`config.mk`:
```
export PLATFORM = sky130hd
export DESIGN_NAME = health_breaker_backoff_flat
export DESIGN_NICKNAME = d
export VERILOG_FILES = /design/src/hdl/hbb_pkg.sv /design/src/hdl/hbb_ifs.sv /design/src/hdl/health_breaker_backoff.sv /design/src/hdl/hbb_cfg_regs.sv /design/src/hdl/hbb_backoff.sv /design/src/hdl/hbb_window.sv /design/src/flat_wrapper.sv
export VERILOG_INCLUDE_DIRS = /design/src /design/src/hdl
export SDC_FILE = /design/constraint.sdc
export NUM_CORES = 2
export LEC_CHECK = 0
export ABC_AREA = 0
export BUFFER_PORTS_ARGS = -buffer_cell sky130_fd_sc_hd__buf_4
export CORE_ASPECT_RATIO = 0.6
export CORE_UTILIZATION = 40
export CTS_CLUSTER_SIZE = 12
export DETAILED_ROUTE_END_ITERATION = 8
export PLACE_DENSITY_LB_ADDON = 0.2
export SYNTH_ARGS = -nofsm -noshare
export SYNTH_HDL_FRONTEND = slang
export SYNTH_SLANG_ARGS = --single-unit
export TNS_END_PERCENT = 30
```
`constraint.sdc`:
```
create_clock -name clk -period 19.6 [get_ports clk]
set_input_delay 3.92 -clock clk [delete_from_list [all_inputs] [get_ports clk]]
set_output_delay 3.92 -clock clk [all_outputs]
set_load 0.05 [all_outputs]
```
`src/hdl/health_breaker_backoff_defines.svh`:
```
// assertion macros for the health breaker
`ifndef HEALTH_BREAKER_BACKOFF_DEFINES_SVH
`define HEALTH_BREAKER_BACKOFF_DEFINES_SVH

`ifndef SYNTH
// check that holds once reset is released
`define HBB_ASSERT(lbl, prop, msg) \
  lbl: assert property (@(posedge clk) disable iff (!rst_n) prop) else $error(msg);
// check that also holds around reset
`define HBB_ASSERT_RST(lbl, prop, msg) \
  lbl: assert property (@(posedge clk) prop) else $error(msg);
`else
`define HBB_ASSERT(lbl, prop, msg)
`define HBB_ASSERT_RST(lbl, prop, msg)
`endif

`endif

```
`src/hdl/hbb_pkg.sv`:
```
`default_nettype none

package hbb_pkg;

  // defaults for the top level parameters
  localparam int WINDOW_MAX_DEF = 32;
  localparam int TIME_BITS_DEF  = 48;

  // fixed field widths
  localparam int GEN_W      = 32;
  localparam int MS_W       = 32;
  localparam int WS_W       = 6;
  localparam int Q8_W       = 16;
  localparam int FAIL_OUT_W = 6;
  localparam int CFG_IDX_W  = 3;
  localparam int CFG_DATA_W = 32;

  // request codes
  localparam logic REQ_PROBE = 1'b0;
  localparam logic REQ_QUERY = 1'b1;

  // result transition codes
  typedef enum logic [1:0] {
    TR_NONE      = 2'd0,
    TR_UNHEALTHY = 2'd1,
    TR_HEALTHY   = 2'd2
  } trans_t;

  // configuration register indexes
  typedef enum logic [CFG_IDX_W-1:0] {
    CFG_WINDOW_SIZE       = 3'd0,
    CFG_FAILURE_THRESHOLD = 3'd1,
    CFG_STABLE_AFTER      = 3'd2,
    CFG_INITIAL_COOLDOWN  = 3'd3,
    CFG_MAX_COOLDOWN      = 3'd4,
    CFG_BACKOFF_Q8        = 3'd5
  } cfg_idx_t;

  // reset values of the configuration registers
  localparam logic [WS_W-1:0] RST_WINDOW_SIZE       = 6'd8;
  localparam logic [WS_W-1:0] RST_FAILURE_THRESHOLD = 6'd3;
  localparam logic [MS_W-1:0] RST_STABLE_AFTER      = 32'd60000;
  localparam logic [MS_W-1:0] RST_INITIAL_COOLDOWN  = 32'd1000;
  localparam logic [MS_W-1:0] RST_MAX_COOLDOWN      = 32'd60000;
  localparam logic [Q8_W-1:0] RST_BACKOFF_Q8        = 16'd512;

  typedef struct packed {
    logic [WS_W-1:0] window_size;
    logic [WS_W-1:0] failure_threshold;
    logic [MS_W-1:0] stable_after_ms;
    logic [MS_W-1:0] initial_cooldown_ms;
    logic [MS_W-1:0] max_cooldown_ms;
    logic [Q8_W-1:0] backoff_q8;
  } cfg_t;

endpackage

`default_nettype wire

```
`src/hdl/hbb_ifs.sv`:
```
`default_nettype none

// probe / query request channel
interface hbb_in_if #(
  parameter int TIME_BITS = hbb_pkg::TIME_BITS_DEF
);
  import hbb_pkg::*;

  logic                 valid;
  logic                 ready;
  logic                 req_type;
  logic                 probe_ok;
  logic [GEN_W-1:0]     probe_gen;
  logic [TIME_BITS-1:0] start_ms;
  logic [TIME_BITS-1:0] now_ms;

  modport source (output valid, req_type, probe_ok, probe_gen, start_ms, now_ms,
                  input ready);
  modport sink   (input valid, req_type, probe_ok, probe_gen, start_ms, now_ms,
                  output ready);
endinterface

// status result channel
interface hbb_out_if;
  import hbb_pkg::*;

  logic                  valid;
  logic                  ready;
  logic                  accepted;
  logic [1:0]            transition;
  logic                  is_healthy;
  logic [GEN_W-1:0]      cur_gen;
  logic [MS_W-1:0]       cooldown_left_ms;
  logic [FAIL_OUT_W-1:0] window_failures;

  modport source (output valid, accepted, transition, is_healthy, cur_gen,
                  cooldown_left_ms, window_failures, input ready);
  modport sink   (input valid, accepted, transition, is_healthy, cur_gen,
                  cooldown_left_ms, window_failures, output ready);
endinterface

`default_nettype wire

```
`src/hdl/health_breaker_backoff.sv`:
```
// channel  direction  handshake          payload
// in_ch    in         valid/ready        req_type probe_ok probe_gen start_ms now_ms
// out_ch   out        valid/ready        accepted transition is_healthy cur_gen
//                                        cooldown_left_ms window_failures
// cfg_*    in         cfg_we, no wait    cfg_idx cfg_wdata
//
// one item per cycle while out_ch is not stalled: a request is held in the
// input register, the window, trip and recovery logic settle the state from
// it, and the result then lands in the output register.
// reset is synchronous and active low; no clearing pass.
// a stalled result holds the output register; the input register still
// drains into it as soon as it frees up, so one item can wait on each side.
// the backed-off cooldown comes from a registered multiplier that follows
// the current cooldown in the cycle after it changes.
`default_nettype none

`include "health_breaker_backoff_defines.svh"

module health_breaker_backoff #(
  parameter int WINDOW_MAX = hbb_pkg::WINDOW_MAX_DEF,
  parameter int TIME_BITS  = hbb_pkg::TIME_BITS_DEF
) (
  input  wire logic                           clk,
  input  wire logic                           rst_n,
  hbb_in_if.sink                              in_ch,
  hbb_out_if.source                           out_ch,
  input  wire logic                           cfg_we,
  input  wire logic [hbb_pkg::CFG_IDX_W-1:0]  cfg_idx,
  input  wire logic [hbb_pkg::CFG_DATA_W-1:0] cfg_wdata
);
  import hbb_pkg::*;

  localparam int CNT_W = $clog2(WINDOW_MAX + 1);
  localparam int EW_W  = (CNT_W > WS_W) ? CNT_W : WS_W;

  cfg_t cfg;

  // input register
  logic                 in_v_r;
  logic                 req_r;
  logic                 ok_r;
  logic [GEN_W-1:0]     probe_gen_r;
  logic [TIME_BITS-1:0] start_r;
  logic [TIME_BITS-1:0] now_r;

  // breaker state
  logic                  healthy_r, healthy_nxt;
  logic [GEN_W-1:0]      gen_r, gen_nxt;
  logic [WINDOW_MAX-1:0] win_r, win_nxt;
  logic [CNT_W-1:0]      fill_r, fill_nxt;
  logic [CNT_W-1:0]      fail_r, fail_nxt;
  logic [MS_W-1:0]       cooldown_r, cooldown_nxt;
  logic [TIME_BITS-1:0]  recover_r, recover_nxt;
  logic [TIME_BITS-1:0]  recovered_r, recovered_nxt;
  logic                  rec_valid_r, rec_valid_nxt;

  // result register
  logic                  out_v_r, out_v_nxt;
  logic                  o_accepted_r;
  trans_t                o_trans_r;
  logic                  o_healthy_r;
  logic [GEN_W-1:0]      o_gen_r;
  logic [MS_W-1:0]       o_left_r;
  logic [FAIL_OUT_W-1:0] o_fail_r;

  // datapath
  logic                  out_free;
  logic                  adv;
  logic                  in_rdy;
  logic                  probe_hit;
  logic                  trip;
  logic                  heal;
  logic [WINDOW_MAX-1:0] w_bits;
  logic [CNT_W-1:0]      w_fill;
  logic [CNT_W-1:0]      w_fail;
  logic                  w_full;
  logic [MS_W-1:0]       next_cd;
  logic                  backoff_sel;
  logic [MS_W-1:0]       cd_new;
  logic [TIME_BITS-1:0]  room;
  logic                  rec_sat;
  logic [TIME_BITS-1:0]  rec_new;
  logic [TIME_BITS-1:0]  left_diff;
  logic [63:0]           left_ext;
  logic [MS_W-1:0]       left_ms;
  trans_t                trans_nxt;

  hbb_cfg_regs u_cfg (
    .clk       (clk),
    .rst_n     (rst_n),
    .cfg_we    (cfg_we),
    .cfg_idx   (cfg_idx),
    .cfg_wdata (cfg_wdata),
    .cfg       (cfg)
  );

  hbb_backoff u_backoff (
    .clk           (clk),
    .cfg           (cfg),
    .cooldown_cur  (cooldown_r),
    .next_cooldown (next_cd)
  );

  hbb_window #(
    .WINDOW_MAX (WINDOW_MAX)
  ) u_window (
    .bits_cur    (win_r),
    .fill_cur    (fill_r),
    .fail_bit    (!ok_r),
    .window_size (cfg.window_size),
    .bits_nxt    (w_bits),
    .fill_nxt    (w_fill),
    .fail_nxt    (w_fail),
    .full        (w_full)
  );

  // flow control
  assign out_free = !out_v_r || out_ch.ready;
  assign adv      = in_v_r && out_free;
  assign in_rdy   = !in_v_r || out_free;
  assign in_ch.ready = in_rdy;

  // trip and recovery decisions
  always_comb begin
    probe_hit = (req_r == REQ_PROBE) && (probe_gen_r == gen_r);
    trip = probe_hit && healthy_r && (EW_W'(w_fail) >= EW_W'(cfg.failure_threshold));
    heal = probe_hit && !healthy_r && ok_r && (start_r >= recover_r) && w_full &&
           (w_fail == '0);
  end

  // new cooldown and recovery time on a trip
  always_comb begin
    backoff_sel = rec_valid_r &&
                  (((now_r < recovered_r) && (cfg.stable_after_ms != '0)) ||
                   ((now_r - recovered_r) < TIME_BITS'(cfg.stable_after_ms)));
    cd_new  = backoff_sel ? next_cd : cfg.initial_cooldown_ms;
    room    = ~now_r;
    rec_sat = TIME_BITS'(cd_new) > room;
    rec_new = rec_sat ? '1 : (now_r + TIME_BITS'(cd_new));
  end

  // next state
  always_comb begin
    healthy_nxt   = healthy_r;
    gen_nxt       = gen_r;
    win_nxt       = win_r;
    fill_nxt      = fill_r;
    fail_nxt      = fail_r;
    cooldown_nxt  = cooldown_r;
    recover_nxt   = recover_r;
    recovered_nxt = recovered_r;
    rec_valid_nxt = rec_valid_r;
    trans_nxt     = TR_NONE;
    if (trip) begin
      healthy_nxt  = 1'b0;
      gen_nxt      = gen_r + GEN_W'(1);
      win_nxt      = '0;
      fill_nxt     = '0;
      fail_nxt     = '0;
      cooldown_nxt = cd_new;
      recover_nxt  = rec_new;
      trans_nxt    = TR_UNHEALTHY;
    end else if (probe_hit) begin
      win_nxt  = w_bits;
      fill_nxt = w_fill;
      fail_nxt = w_fail;
      if (heal) begin
        healthy_nxt   = 1'b1;
        gen_nxt       = gen_r + GEN_W'(1);
        recovered_nxt = now_r;
        rec_valid_nxt = 1'b1;
        trans_nxt     = TR_HEALTHY;
      end
    end
  end

  // remaining cooldown after this item
  always_comb begin
    left_diff = recover_r - now_r;
    left_ext  = 64'(left_diff);
    if (trip) begin
      left_ms = rec_sat ? room[MS_W-1:0] : cd_new;
    end else if (healthy_nxt || (now_r >= recover_r)) begin
      left_ms = '0;
    end else if (|left_ext[63:MS_W]) begin
      left_ms = '1;
    end else begin
      left_ms = left_ext[MS_W-1:0];
    end
  end

  // result valid
  always_comb begin
    if (adv) begin
      out_v_nxt = 1'b1;
    end else if (out_ch.ready) begin
      out_v_nxt = 1'b0;
    end else begin
      out_v_nxt = out_v_r;
    end
  end

  // input register
  always_ff @(posedge clk) begin
    if (!rst_n) begin
      in_v_r <= 1'b0;
    end else if (in_rdy) begin
      in_v_r <= in_ch.valid;
    end
  end

  always_ff @(posedge clk) begin
    if (in_rdy && in_ch.valid) begin
      req_r       <= in_ch.req_type;
      ok_r        <= in_ch.probe_ok;
      probe_gen_r <= in_ch.probe_gen;
      start_r     <= in_ch.start_ms;
      now_r       <= in_ch.now_ms;
    end
  end

  // breaker state
  always_ff @(posedge clk) begin
    if (!rst_n) begin
      healthy_r   <= 1'b1;
      gen_r       <= '0;
      win_r       <= '0;
      fill_r      <= '0;
      fail_r      <= '0;
      cooldown_r  <= '0;
      recover_r   <= '0;
      recovered_r <= '0;
      rec_valid_r <= 1'b0;
    end else if (adv) begin
      healthy_r   <= healthy_nxt;
      gen_r       <= gen_nxt;
      win_r       <= win_nxt;
      fill_r      <= fill_nxt;
      fail_r      <= fail_nxt;
      cooldown_r  <= cooldown_nxt;
      recover_r   <= recover_nxt;
      recovered_r <= recovered_nxt;
      rec_valid_r <= rec_valid_nxt;
    end
  end

  // result register
  always_ff @(posedge clk) begin
    if (!rst_n) begin
      out_v_r <= 1'b0;
    end else begin
      out_v_r <= out_v_nxt;
    end
  end

  always_ff @(posedge clk) begin
    if (adv) begin
      o_accepted_r <= probe_hit;
      o_trans_r    <= trans_nxt;
      o_healthy_r  <= healthy_nxt;
      o_gen_r      <= gen_nxt;
      o_left_r     <= left_ms;
      o_fail_r     <= FAIL_OUT_W'(fail_nxt);
    end
  end

  assign out_ch.valid            = out_v_r;
  assign out_ch.accepted         = o_accepted_r;
  assign out_ch.transition       = o_trans_r;
  assign out_ch.is_healthy       = o_healthy_r;
  assign out_ch.cur_gen          = o_gen_r;
  assign out_ch.cooldown_left_ms = o_left_r;
  assign out_ch.window_failures  = o_fail_r;

  // checks
  `HBB_ASSERT(a_gen_step, (adv && (trip || heal)) |=> (gen_r == $past(gen_r) + GEN_W'(1)), "generation did not step on a transition")
  `HBB_ASSERT(a_trip_clears, (adv && trip) |=> (fill_r == '0 && fail_r == '0 && !healthy_r), "trip left window or health stale")
  `HBB_ASSERT(a_fail_in_fill, (fail_r <= fill_r), "failure count exceeds window fill")
  `HBB_ASSERT_RST(a_reset_empty, (!rst_n) |=> (!out_v_r && !in_v_r), "reset left an item in flight")

endmodule

`default_nettype wire

```
`src/hdl/hbb_cfg_regs.sv`:
```
`default_nettype none

module hbb_cfg_regs (
  input  wire logic                           clk,
  input  wire logic                           rst_n,
  input  wire logic                           cfg_we,
  input  wire logic [hbb_pkg::CFG_IDX_W-1:0]  cfg_idx,
  input  wire logic [hbb_pkg::CFG_DATA_W-1:0] cfg_wdata,
  output hbb_pkg::cfg_t                       cfg
);
  import hbb_pkg::*;

  cfg_t cfg_r;
  cfg_t cfg_nxt;

  // register write decode, unknown indexes are dropped
  always_comb begin
    cfg_nxt = cfg_r;
    if (cfg_we) begin
      unique case (cfg_idx_t'(cfg_idx))
        CFG_WINDOW_SIZE:       cfg_nxt.window_size         = cfg_wdata[WS_W-1:0];
        CFG_FAILURE_THRESHOLD: cfg_nxt.failure_threshold   = cfg_wdata[WS_W-1:0];
        CFG_STABLE_AFTER:      cfg_nxt.stable_after_ms     = cfg_wdata[MS_W-1:0];
        CFG_INITIAL_COOLDOWN:  cfg_nxt.initial_cooldown_ms = cfg_wdata[MS_W-1:0];
        CFG_MAX_COOLDOWN:      cfg_nxt.max_cooldown_ms     = cfg_wdata[MS_W-1:0];
        CFG_BACKOFF_Q8:        cfg_nxt.backoff_q8          = cfg_wdata[Q8_W-1:0];
        default:               cfg_nxt = cfg_r;
      endcase
    end
  end

  always_ff @(posedge clk) begin
    if (!rst_n) begin
      cfg_r.window_size         <= RST_WINDOW_SIZE;
      cfg_r.failure_threshold   <= RST_FAILURE_THRESHOLD;
      cfg_r.stable_after_ms     <= RST_STABLE_AFTER;
      cfg_r.initial_cooldown_ms <= RST_INITIAL_COOLDOWN;
      cfg_r.max_cooldown_ms     <= RST_MAX_COOLDOWN;
      cfg_r.backoff_q8          <= RST_BACKOFF_Q8;
    end else begin
      cfg_r <= cfg_nxt;
    end
  end

  assign cfg = cfg_r;

endmodule

`default_nettype wire

```
`src/hdl/hbb_backoff.sv`:
```
`default_nettype none

// next backed-off cooldown, kept ready in the cycle after the cooldown changes
module hbb_backoff (
  input  wire logic                     clk,
  input  wire hbb_pkg::cfg_t            cfg,
  input  wire logic [hbb_pkg::MS_W-1:0] cooldown_cur,
  output logic      [hbb_pkg::MS_W-1:0] next_cooldown
);
  import hbb_pkg::*;

  localparam int PROD_W = MS_W + Q8_W;
  localparam int SHR_W  = PROD_W - 8;

  logic [PROD_W-1:0] prod;
  logic [SHR_W-1:0]  scaled;
  logic [MS_W-1:0]   next_cd_nxt;
  logic [MS_W-1:0]   next_cd_r;

  // q8.8 multiply, truncate, cap
  always_comb begin
    prod   = PROD_W'(cooldown_cur) * PROD_W'(cfg.backoff_q8);
    scaled = prod[PROD_W-1:8];
    if (scaled < SHR_W'(cfg.max_cooldown_ms)) begin
      next_cd_nxt = scaled[MS_W-1:0];
    end else begin
      next_cd_nxt = cfg.max_cooldown_ms;
    end
  end

  always_ff @(posedge clk) begin
    next_cd_r <= next_cd_nxt;
  end

  assign next_cooldown = next_cd_r;

endmodule

`default_nettype wire

```
`src/hdl/hbb_window.sv`:
```
`default_nettype none

// sliding pass/fail window update for one accepted probe
module hbb_window #(
  parameter int WINDOW_MAX = hbb_pkg::WINDOW_MAX_DEF,
  localparam int CNT_W = $clog2(WINDOW_MAX + 1)
) (
  input  wire logic [WINDOW_MAX-1:0]    bits_cur,
  input  wire logic [CNT_W-1:0]         fill_cur,
  input  wire logic                     fail_bit,
  input  wire logic [hbb_pkg::WS_W-1:0] window_size,
  output logic      [WINDOW_MAX-1:0]    bits_nxt,
  output logic      [CNT_W-1:0]         fill_nxt,
  output logic      [CNT_W-1:0]         fail_nxt,
  output logic                          full
);
  import hbb_pkg::*;

  localparam int EW_W = (CNT_W > WS_W) ? CNT_W : WS_W;

  logic [EW_W-1:0]       ws_ext;
  logic [EW_W-1:0]       eff_ext;
  logic [CNT_W-1:0]      eff;
  logic [CNT_W:0]        fill_inc;
  logic [WINDOW_MAX-1:0] shifted;

  // effective window size, clamped to 1..WINDOW_MAX
  always_comb begin
    ws_ext = EW_W'(window_size);
    if (ws_ext == '0) begin
      eff_ext = EW_W'(1);
    end else if (ws_ext > EW_W'(WINDOW_MAX)) begin
      eff_ext = EW_W'(WINDOW_MAX);
    end else begin
      eff_ext = ws_ext;
    end
    eff = eff_ext[CNT_W-1:0];
  end

  // fill count grows up to the window size
  always_comb begin
    fill_inc = {1'b0, fill_cur} + (CNT_W + 1)'(1);
    if (fill_inc > {1'b0, eff}) begin
      fill_nxt = eff;
    end else begin
      fill_nxt = fill_inc[CNT_W-1:0];
    end
    full = (fill_nxt == eff);
  end

  // shift in newest result, drop anything past the fill
  always_comb begin
    shifted = (bits_cur << 1) | WINDOW_MAX'(fail_bit);
    for (int i = 0; i < WINDOW_MAX; i++) begin
      bits_nxt[i] = shifted[i] & (CNT_W'(i) < fill_nxt);
    end
    fail_nxt = CNT_W'($countones(bits_nxt));
  end

endmodule

`default_nettype wire
```
`src/flat_wrapper.sv`:
```
// flat-port wrapper written by rule: the top's interface ports become plain ports
module health_breaker_backoff_flat import hbb_pkg::*;
#(
  parameter int WINDOW_MAX = hbb_pkg::WINDOW_MAX_DEF,
  parameter int TIME_BITS  = hbb_pkg::TIME_BITS_DEF
)
  (clk, rst_n, cfg_we, cfg_idx, cfg_wdata, in_ch_valid, in_ch_req_type, in_ch_probe_ok, in_ch_probe_gen, in_ch_start_ms, in_ch_now_ms, in_ch_ready, out_ch_valid, out_ch_accepted, out_ch_transition, out_ch_is_healthy, out_ch_cur_gen, out_ch_cooldown_left_ms, out_ch_window_failures, out_ch_ready);
  hbb_in_if #(.TIME_BITS(TIME_BITS)) in_ch_i ();
  hbb_out_if out_ch_i ();
  input  wire logic clk;
  input  wire logic rst_n;
  input  wire logic cfg_we;
  input  wire logic [hbb_pkg::CFG_IDX_W-1:0] cfg_idx;
  input  wire logic [hbb_pkg::CFG_DATA_W-1:0] cfg_wdata;
  input wire logic [$bits(in_ch_i.valid)-1:0] in_ch_valid;
  input wire logic [$bits(in_ch_i.req_type)-1:0] in_ch_req_type;
  input wire logic [$bits(in_ch_i.probe_ok)-1:0] in_ch_probe_ok;
  input wire logic [$bits(in_ch_i.probe_gen)-1:0] in_ch_probe_gen;
  input wire logic [$bits(in_ch_i.start_ms)-1:0] in_ch_start_ms;
  input wire logic [$bits(in_ch_i.now_ms)-1:0] in_ch_now_ms;
  output wire logic [$bits(in_ch_i.ready)-1:0] in_ch_ready;
  output wire logic [$bits(out_ch_i.valid)-1:0] out_ch_valid;
  output wire logic [$bits(out_ch_i.accepted)-1:0] out_ch_accepted;
  output wire logic [$bits(out_ch_i.transition)-1:0] out_ch_transition;
  output wire logic [$bits(out_ch_i.is_healthy)-1:0] out_ch_is_healthy;
  output wire logic [$bits(out_ch_i.cur_gen)-1:0] out_ch_cur_gen;
  output wire logic [$bits(out_ch_i.cooldown_left_ms)-1:0] out_ch_cooldown_left_ms;
  output wire logic [$bits(out_ch_i.window_failures)-1:0] out_ch_window_failures;
  input wire logic [$bits(out_ch_i.ready)-1:0] out_ch_ready;
  assign in_ch_i.valid = in_ch_valid;
  assign in_ch_i.req_type = in_ch_req_type;
  assign in_ch_i.probe_ok = in_ch_probe_ok;
  assign in_ch_i.probe_gen = in_ch_probe_gen;
  assign in_ch_i.start_ms = in_ch_start_ms;
  assign in_ch_i.now_ms = in_ch_now_ms;
  assign in_ch_ready = in_ch_i.ready;
  assign out_ch_valid = out_ch_i.valid;
  assign out_ch_accepted = out_ch_i.accepted;
  assign out_ch_transition = out_ch_i.transition;
  assign out_ch_is_healthy = out_ch_i.is_healthy;
  assign out_ch_cur_gen = out_ch_i.cur_gen;
  assign out_ch_cooldown_left_ms = out_ch_i.cooldown_left_ms;
  assign out_ch_window_failures = out_ch_i.window_failures;
  assign out_ch_i.ready = out_ch_ready;
  health_breaker_backoff #(.WINDOW_MAX(WINDOW_MAX), .TIME_BITS(TIME_BITS)) u_core (.clk(clk), .rst_n(rst_n), .in_ch(in_ch_i), .out_ch(out_ch_i), .cfg_we(cfg_we), .cfg_idx(cfg_idx), .cfg_wdata(cfg_wdata));
endmodule
```
Yosys cells after proc, flatten, opt, wreduce, memory -nomap -nowiden
Index checks and enable logic that the tools add are counted.
W data, S select, Z words.
{"block": "classes", "add_sub_neg": 36, "mul": 1, "n_lt_le_gt_ge": 41, "n_eq_ne": 7, "n_mux": 26, "bitwise_logic": 37, "reduce_logical": 37}
{"op": "$mux W32", "n": 9}
{"op": "$ge A48 B48 Y1", "n": 2}
{"op": "$lt A5 B6 Y1 const A", "n": 16}
{"op": "$sub A48 B48 Y48", "n": 2}
{"op": "$mux W31", "n": 2}
{"op": "$add A48 B32 Y48", "n": 1}
{"op": "$gt A32 B48 Y1", "n": 1}
{"op": "$lt A4 B6 Y1 const A", "n": 8}
{"op": "$lt A48 B32 Y1", "n": 1}
{"op": "$lt A48 B48 Y1", "n": 1}
{"op": "$mul A32 B16 Y48", "n": 1}
{"op": "$mux W48", "n": 1}
{"op": "$not A48 Y48", "n": 1}
{"op": "$mux W6", "n": 7}
{"op": "$lt A40 B32 Y1", "n": 1}
{"op": "$add A1 B1 Y2", "n": 16}
{"op": "$add A32 B1 Y32 const B", "n": 1}
{"op": "$and A1 B1 Y1", "n": 32}
{"op": "$eq A32 B32 Y1", "n": 1}
{"op": "$or A32 B1 Y32", "n": 1}
{"op": "$reduce_bool A32 Y1", "n": 1}
{"op": "$add A2 B2 Y3", "n": 8}
{"op": "$lt A3 B6 Y1 const A", "n": 4}
{"op": "$add A3 B3 Y4", "n": 4}
{"op": "other kinds (25)", "n": 63}
{"block": "word_totals", "regBits": 567, "inputBits": 170, "wordCells": 215}

Logic depth before layout (Yosys ltp)
{"block": "depth", "word_depth": 20, "mapped_depth": 45, "mapped_depth_nobuf": 42}

Hierarchy
From an unflattened synthesis, not the netlist that was laid out.
{"block": "unflattened", "hier_cells": 5961, "hier_area_um2": 52889.5}
{"mod": "health_breaker_backoff", "n_inst": 1, "cells_per_inst": 3034, "area_per_inst_um2": 27609.0, "seq_area_each_um2": 10289.9}
{"mod": "hbb_backoff", "n_inst": 1, "cells_per_inst": 2142, "area_per_inst_um2": 18186.2, "seq_area_each_um2": 640.6}
{"mod": "hbb_cfg_regs", "n_inst": 1, "cells_per_inst": 456, "area_per_inst_um2": 4684.5, "seq_area_each_um2": 2482.4}
{"mod": "hbb_window", "n_inst": 1, "cells_per_inst": 329, "area_per_inst_um2": 2409.8, "seq_area_each_um2": 0.0}

Worst setup path after synthesis
Ideal clock, no wire load.
{"block": "synth_path", "path_kind": "register to register", "from": "register u_core.fill_r[0]", "to": "register u_core.o_gen_r[29] (netlist: u_core.out_ch.cur_gen[29]), data pin", "setup_ns": 0.262, "t_arrival_ns": 9.910, "slack_ns": 9.428, "stages_incl_launch_ff": 43, "path_buffers": 3, "cell_sequence": "dfxtp_1 -> ha_1 -> and3_1 -> xnor2_1 -> inv_1 -> ha_1 -> a21o_1 -> a21oi_1 -> o21ai_0 -> a32oi_1 -> clkbuf_1 -> nor2_1 -> a21oi_1 -> nand3_1 -> nor2_1 -> a21boi_0 -> fa_1 -> inv_1 -> [... 7 more ...] -> inv_1 -> ha_1 -> a21o_1 -> a21oi_1 -> xor2_1 -> inv_1 -> ha_1 -> a21o_1 -> a21o_1 -> a21oi_1 -> nor2b_1 -> clkbuf_1 -> nand2_1 -> o21a_4 -> or4_4 -> buf_4 -> nor2_1 -> xor2_1"}
{"block": "synth_between", "elab_chain_len": 15, "word_cells_on_any_way": 107}
{"item": "start: declaration", "line": "health_breaker_backoff.sv:50", "rtl": "logic [CNT_W-1:0] fill_r, fill_nxt;"}
{"item": "start signal: assignment", "line": "health_breaker_backoff.sv:238", "rtl": "fill_r <= fill_nxt;"}
{"item": "$add A6 B1 Y7 (*)", "line": "hbb_window.sv:42", "rtl": "fill_inc = {1'b0, fill_cur} + (CNT_W + 1)'(1);"}
{"item": "$gt A7 B6 Y1", "line": "hbb_window.sv:43", "rtl": "if (fill_inc > {1'b0, eff}) begin"}
{"item": "$mux W6 (*)", "line": "hbb_window.sv:43"}
{"item": "parallel branches: the longest is 11 deep, another holds $lt A1 B6 Y1"}
{"item": "$mux W32 (*)", "line": "health_breaker_backoff.sv:154", "rtl": "if (trip) begin"}
{"item": "via u_core.gen_nxt[29]", "line": "health_breaker_backoff.sv:48", "rtl": "logic [GEN_W-1:0] gen_r, gen_nxt;"}
{"item": "end signal: assignment", "line": "health_breaker_backoff.sv:261", "rtl": "o_gen_r <= gen_nxt;"}
{"item": "end: declaration", "line": "health_breaker_backoff.sv:62", "rtl": "logic [GEN_W-1:0] o_gen_r;"}
Mark *: on every way through the listed nets, which the timed path passes.
A chain may end at the register's enable or synchronous reset.

Worst setup path after layout
{"block": "layout_path", "from": "register u_core.now_r[6]", "to": "register u_core.o_left_r[13] (netlist: u_core.out_ch.cooldown_left_ms[13]), data pin"}
{"block": "layout_between", "elab_chain_len": 8, "word_cells_on_any_way": 17}
{"item": "start: declaration", "line": "health_breaker_backoff.sv:44", "rtl": "logic [TIME_BITS-1:0] now_r;"}
{"item": "start signal: assignment", "line": "health_breaker_backoff.sv:218", "rtl": "now_r <= in_ch.now_ms;"}
{"item": "$sub A48 B48 Y48 / $lt A48 B48 Y1 (equally long branches)", "line": "health_breaker_backoff.sv:135, health_breaker_backoff.sv:134"}
{"item": "$lt A48 B32 Y1 / $logic_and A1 B1 Y1 (equally long branches)", "line": "health_breaker_backoff.sv:135, health_breaker_backoff.sv:134"}
{"item": "$logic_or A1 B1 Y1 (*)", "line": "health_breaker_backoff.sv:134", "rtl": "(((now_r < recovered_r) && (cfg.stable_after_ms != '0)) ||"}
{"item": "$logic_and A1 B1 Y1 (*)", "line": "health_breaker_backoff.sv:133", "rtl": "backoff_sel = rec_valid_r &&"}
{"item": "$mux W32 (*)", "line": "health_breaker_backoff.sv:136", "rtl": "cd_new = backoff_sel ? next_cd : cfg.initial_cooldown_ms;"}
{"item": "via u_core.cd_new[5]", "line": "health_breaker_backoff.sv:79", "rtl": "logic [MS_W-1:0] cd_new;"}
{"item": "$gt A32 B48 Y1 (*)", "line": "health_breaker_backoff.sv:138", "rtl": "rec_sat = TIME_BITS'(cd_new) > room;"}
{"item": "$mux W32 (*)", "line": "health_breaker_backoff.sv:182", "rtl": "left_ms = rec_sat ? room[MS_W-1:0] : cd_new;"}
{"item": "$mux W32 (*)", "line": "health_breaker_backoff.sv:181", "rtl": "if (trip) begin"}
{"item": "via u_core.left_ms[13]", "line": "health_breaker_backoff.sv:85", "rtl": "logic [MS_W-1:0] left_ms;"}
{"item": "end signal: assignment", "line": "health_breaker_backoff.sv:262", "rtl": "o_left_r <= left_ms;"}
{"item": "end: declaration", "line": "health_breaker_backoff.sv:63", "rtl": "logic [MS_W-1:0] o_left_r;"}
Mark *: on every way through the listed nets, which the timed path passes. The rest lies on a longest branch.

==> impl_metrics.ini <==
[timing]
max_freq_mhz = 86.4
tightest_slew_ns = 1.33
slew_headroom_pct = 10.4
rsz0062_at_grt = no
min_period_ns = 11.58
fin_worst_skew_ns = 0.0444
setup_violations = 0
fin_crit_sh_pct = 59.1
final-hold-violation-count = 0
slew_violations = 0
tns_ns = 0
postLayoutSetupSlackWorst_ns = 8.02

[synthesis]
ys_ff_latch = 567
ys_seq_area_share_pct = 26.6
synth_top_cell_area_share_pct = 17.7
yosys.area.top_type = fa_1
synthTopCellsByArea = fa_1 (18%), dfxtp_1 (14%), edfxtp_1 (12%)
synth_edf_count = 204
synth_fp_nets = 6675
synth_flop_cell = dfxtp_1
yosys_warnings = 0
ys_types = 101
synth_area_sq_um = 50400
ys_async_sr_fraction_pct = 0
netlist_instances = 5684
synth.avg_cell_area_sq_um = 8.86

[final_layout]
nets = 6736
syn_to_final_growth_pct = 10.0
fin_util_pct = 44.5
drive_gt1_share_pct = 8.75
final_area_sq_um = 55400
num-fill-cells = 12400

[power]
vdd_drop_max_v = 0.0000726
p_seq_share_pct = 46.8
p_clk_share_pct = 40.7
power_density_nw_per_um2 = 49.5
sw_frac_of_total_pct = 28.2
net-switching-power_mw = 0.775
intPower_mw = 1.97
power_leakage_nw = 24.8
p_comb_share_pct = 12.4

[setup_path]
cp_slowest_cell = o21ai_0
critPathMaxFanout = 33
r2r_cells = 35
reg2reg_from = u_core.now_r[6]
path_class = reg -> reg
cp_slowest_stage_delay_ns = 1.03
required_ns = 20.01
cp-end-kind = flip-flop
r2r-end = u_core.out_ch.cooldown_left_ms[13]
r2r_setup_slack_ns = 8.02
cp-start-kind = flip-flop
critPathArrivalTime_ns = 11.99

[cts]
cts_made_buffers = 58
clk_latency_ns = 0.70
cts.htree.levels = 2
cts_sinks = 567
cts_tree = yes
post_cts_resized = 0
cts_setup_buffers = 0
cts.clk_slew.worst_paths_ns = 0.06
root_buffer = clkbuf_16
clk_path_buf_depth = 3
cts_hold_buf = 0

[hold_path]
min_to = u_core.u_cfg.cfg[118]
hold_start = u_core.u_cfg.cfg[118]
hp-class = reg -> reg
min_path_cells = 2

[global_routing]
grt-busiest-layer = met1
grt.total_usage_pct = 26.8
grt_first_pass_wirelength_um = 261000
grt_max_degree = 105
grt_util_met2_pct = 37.9
grt_remaining_overflow = 0
grt_pass1_vias = 40700
met1_usage_pct = 43.1
antenna_found_initial = 8
grt.met3_usage_pct = 4.09

[floorplanning]
io_pins = 246
dieArea_sq_um = 127000
rows = 100
die_y_um = 277
die_width_um = 460
core_area_sq_um = 124000
start_util_pct = 40.5

[detailed_routing]
via_per_inst = 5.62
drc_errors = 0
postRouteAntennaNets = 0
wl_um = 171000
wl_per_cell_um = 22.9
drt_iter0_drc = 3985
first_pass_iters = 5
vias = 42000

[placed_design]
place_area_sq_um = 53600
hpwl_um = 135000
gp_congestion = 0.943
portBuffers = 245
dpl_worst_slack_ns = 8.34

[status]
status = completed

[flow_run]
cap_violations = 0
## cells by family (layout without fill, tap and decap cells)
family	Yosys count	in the layout	share of synthesized area, %
XOR/XNOR	239	239	4.16
flip-flops	567	567	26.6
buffers and inverters	1004	1112	7.62
AO/OA/AOI/OAI	1191	1191	15.5
other	0	2	0
multiplexers	138	138	3.13
AND/OR/NAND/NOR	1724	1724	16.0
adder cells (fa/ha/maj)	821	821	27.0
## sequential cells by signal, summed over array words and instances (netlist names), 32 cells and up
signal	count
u_core.probe_gen_r	32
u_core.out_ch.cooldown_left_ms	32
u_core.recovered_r	48
u_core.now_r	48
u_core.recover_r	48
u_core.cooldown_r	32
u_core.out_ch.cur_gen	32
u_core.u_cfg.cfg	124
u_core.gen_r	32
u_core.start_r	48
u_core.u_backoff.next_cooldown	32
## critical path, delay by kind of cell, from the launching register on
kind                     cells  cell delay, ns
AO/OA/AOI/OAI               18            5.54
AND/OR/NAND/NOR             11            3.35
adder cells (fa/ha/maj)      3            1.13
flip-flops                   1            0.48
multiplexers                 1            0.37
buffers and inverters        1            0.19
XOR/XNOR                     1            0.13
## cell type report
cell class | count | area (sq um) | share of cell area, %
Multi-Input combinational cell | 4113 | 33200 | 59.9
Clock inverter | 11 | 135 | 0.244
Clock buffer | 96 | 1680 | 3.04
Antenna cell | 2 | 5.00 | 0.00903
Timing Repair Buffer | 287 | 2150 | 3.89
Inverter | 718 | 2710 | 4.88
Tap cell | 1683 | 2110 | 3.80
Sequential cell | 567 | 13400 | 24.2
## cell usage after synthesis, types with 36 or more instances
library cell and instances:
a21o_1 109, a21oi_1 364, a221oi_1 36, a31oi_1 43, and2_1 160, clkbuf_1 262
dfxtp_1 363, edfxtp_1 204, fa_1 444, ha_1 377, inv_1 716, mux2_2 42
mux2i_1 66, nand2_1 794, nand2b_1 70, nand3_1 90, nand4_1 73, nor2_1 279
nor3_1 70, nor4_1 37, o21ai_0 206, o21bai_1 41, o221ai_1 38, o31ai_1 50
xnor2_1 145, xor2_1 94
## per-layer routing
metal	up-vias	wire length, um
met5	-	0
met4	0	1930
met3	125	13100
met2	1517	69700
met1	21000	86300
li1	19300	-
## worst max path at each step
stage | from | end | slack [ns] | depth (start not counted)
after CTS | u_core.fill_r[0] | u_core.gen_r[22] | 8.33 | 40
after detailed placement | u_core.fill_r[0] | u_core.gen_r[22] | 8.34 | 40
final | u_core.now_r[6] | u_core.out_ch.cooldown_left_ms[13] | 8.02 | 35
after global routing | u_core.fill_r[0] | u_core.gen_r[20] | 7.51 | 40
after global placement | u_core.fill_r[0] | u_core.gen_r[22] | 8.50 | 40
after floorplan | u_core.fill_r[0] | u_core.out_ch.cur_gen[29] | 9.43 | 42
## stage by stage
| stage | hold slack (ns) | power, mW | cells |
|---|---|---|---|
| after floorplan | 0.432 | 1.50 | 5684 |
| after global placement | 0.456 | 1.64 | 7368 |
| after detailed placement | 0.459 | 1.64 | 7368 |
| after CTS | 0.469 | 2.76 | 7475 |
| after global routing | 0.485 | 2.84 | 7477 |
| final | 0.464 | 2.74 | 7477 |
## layout by cell type, fill, tap and decap left out, drive strengths merged, types with 41 or more instances in the layout
master  Yosys  routed
nand2     795     795
inv       717     720
fa        444     444
ha        377     377
a21oi     364     364
dfxtp     363     363
buf        24     287
nor2      279     279
o21ai     239     239
edfxtp    204     204
and2      160     160
xnor2     145     145
a21o      110     110
clkbuf    262      96
xor2       94      94
nand3      90      90
nand4      73      73
nor3       72      72
mux2       72      72
nand2b     70      70
mux2i      66      66
o31ai      50      50
a31oi      43      43
o21bai     41      41
## power by group through the flow
stage,Clock (mW),Combinational (mW),Sequential (mW)
after CTS,1.14,0.336,1.28
after global routing,1.19,0.367,1.29
after floorplan,0,0.186,1.31
final,1.12,0.341,1.29
after detailed placement,0,0.334,1.31
after global placement,0,0.334,1.31
Power figures use the tool's default switching activity.
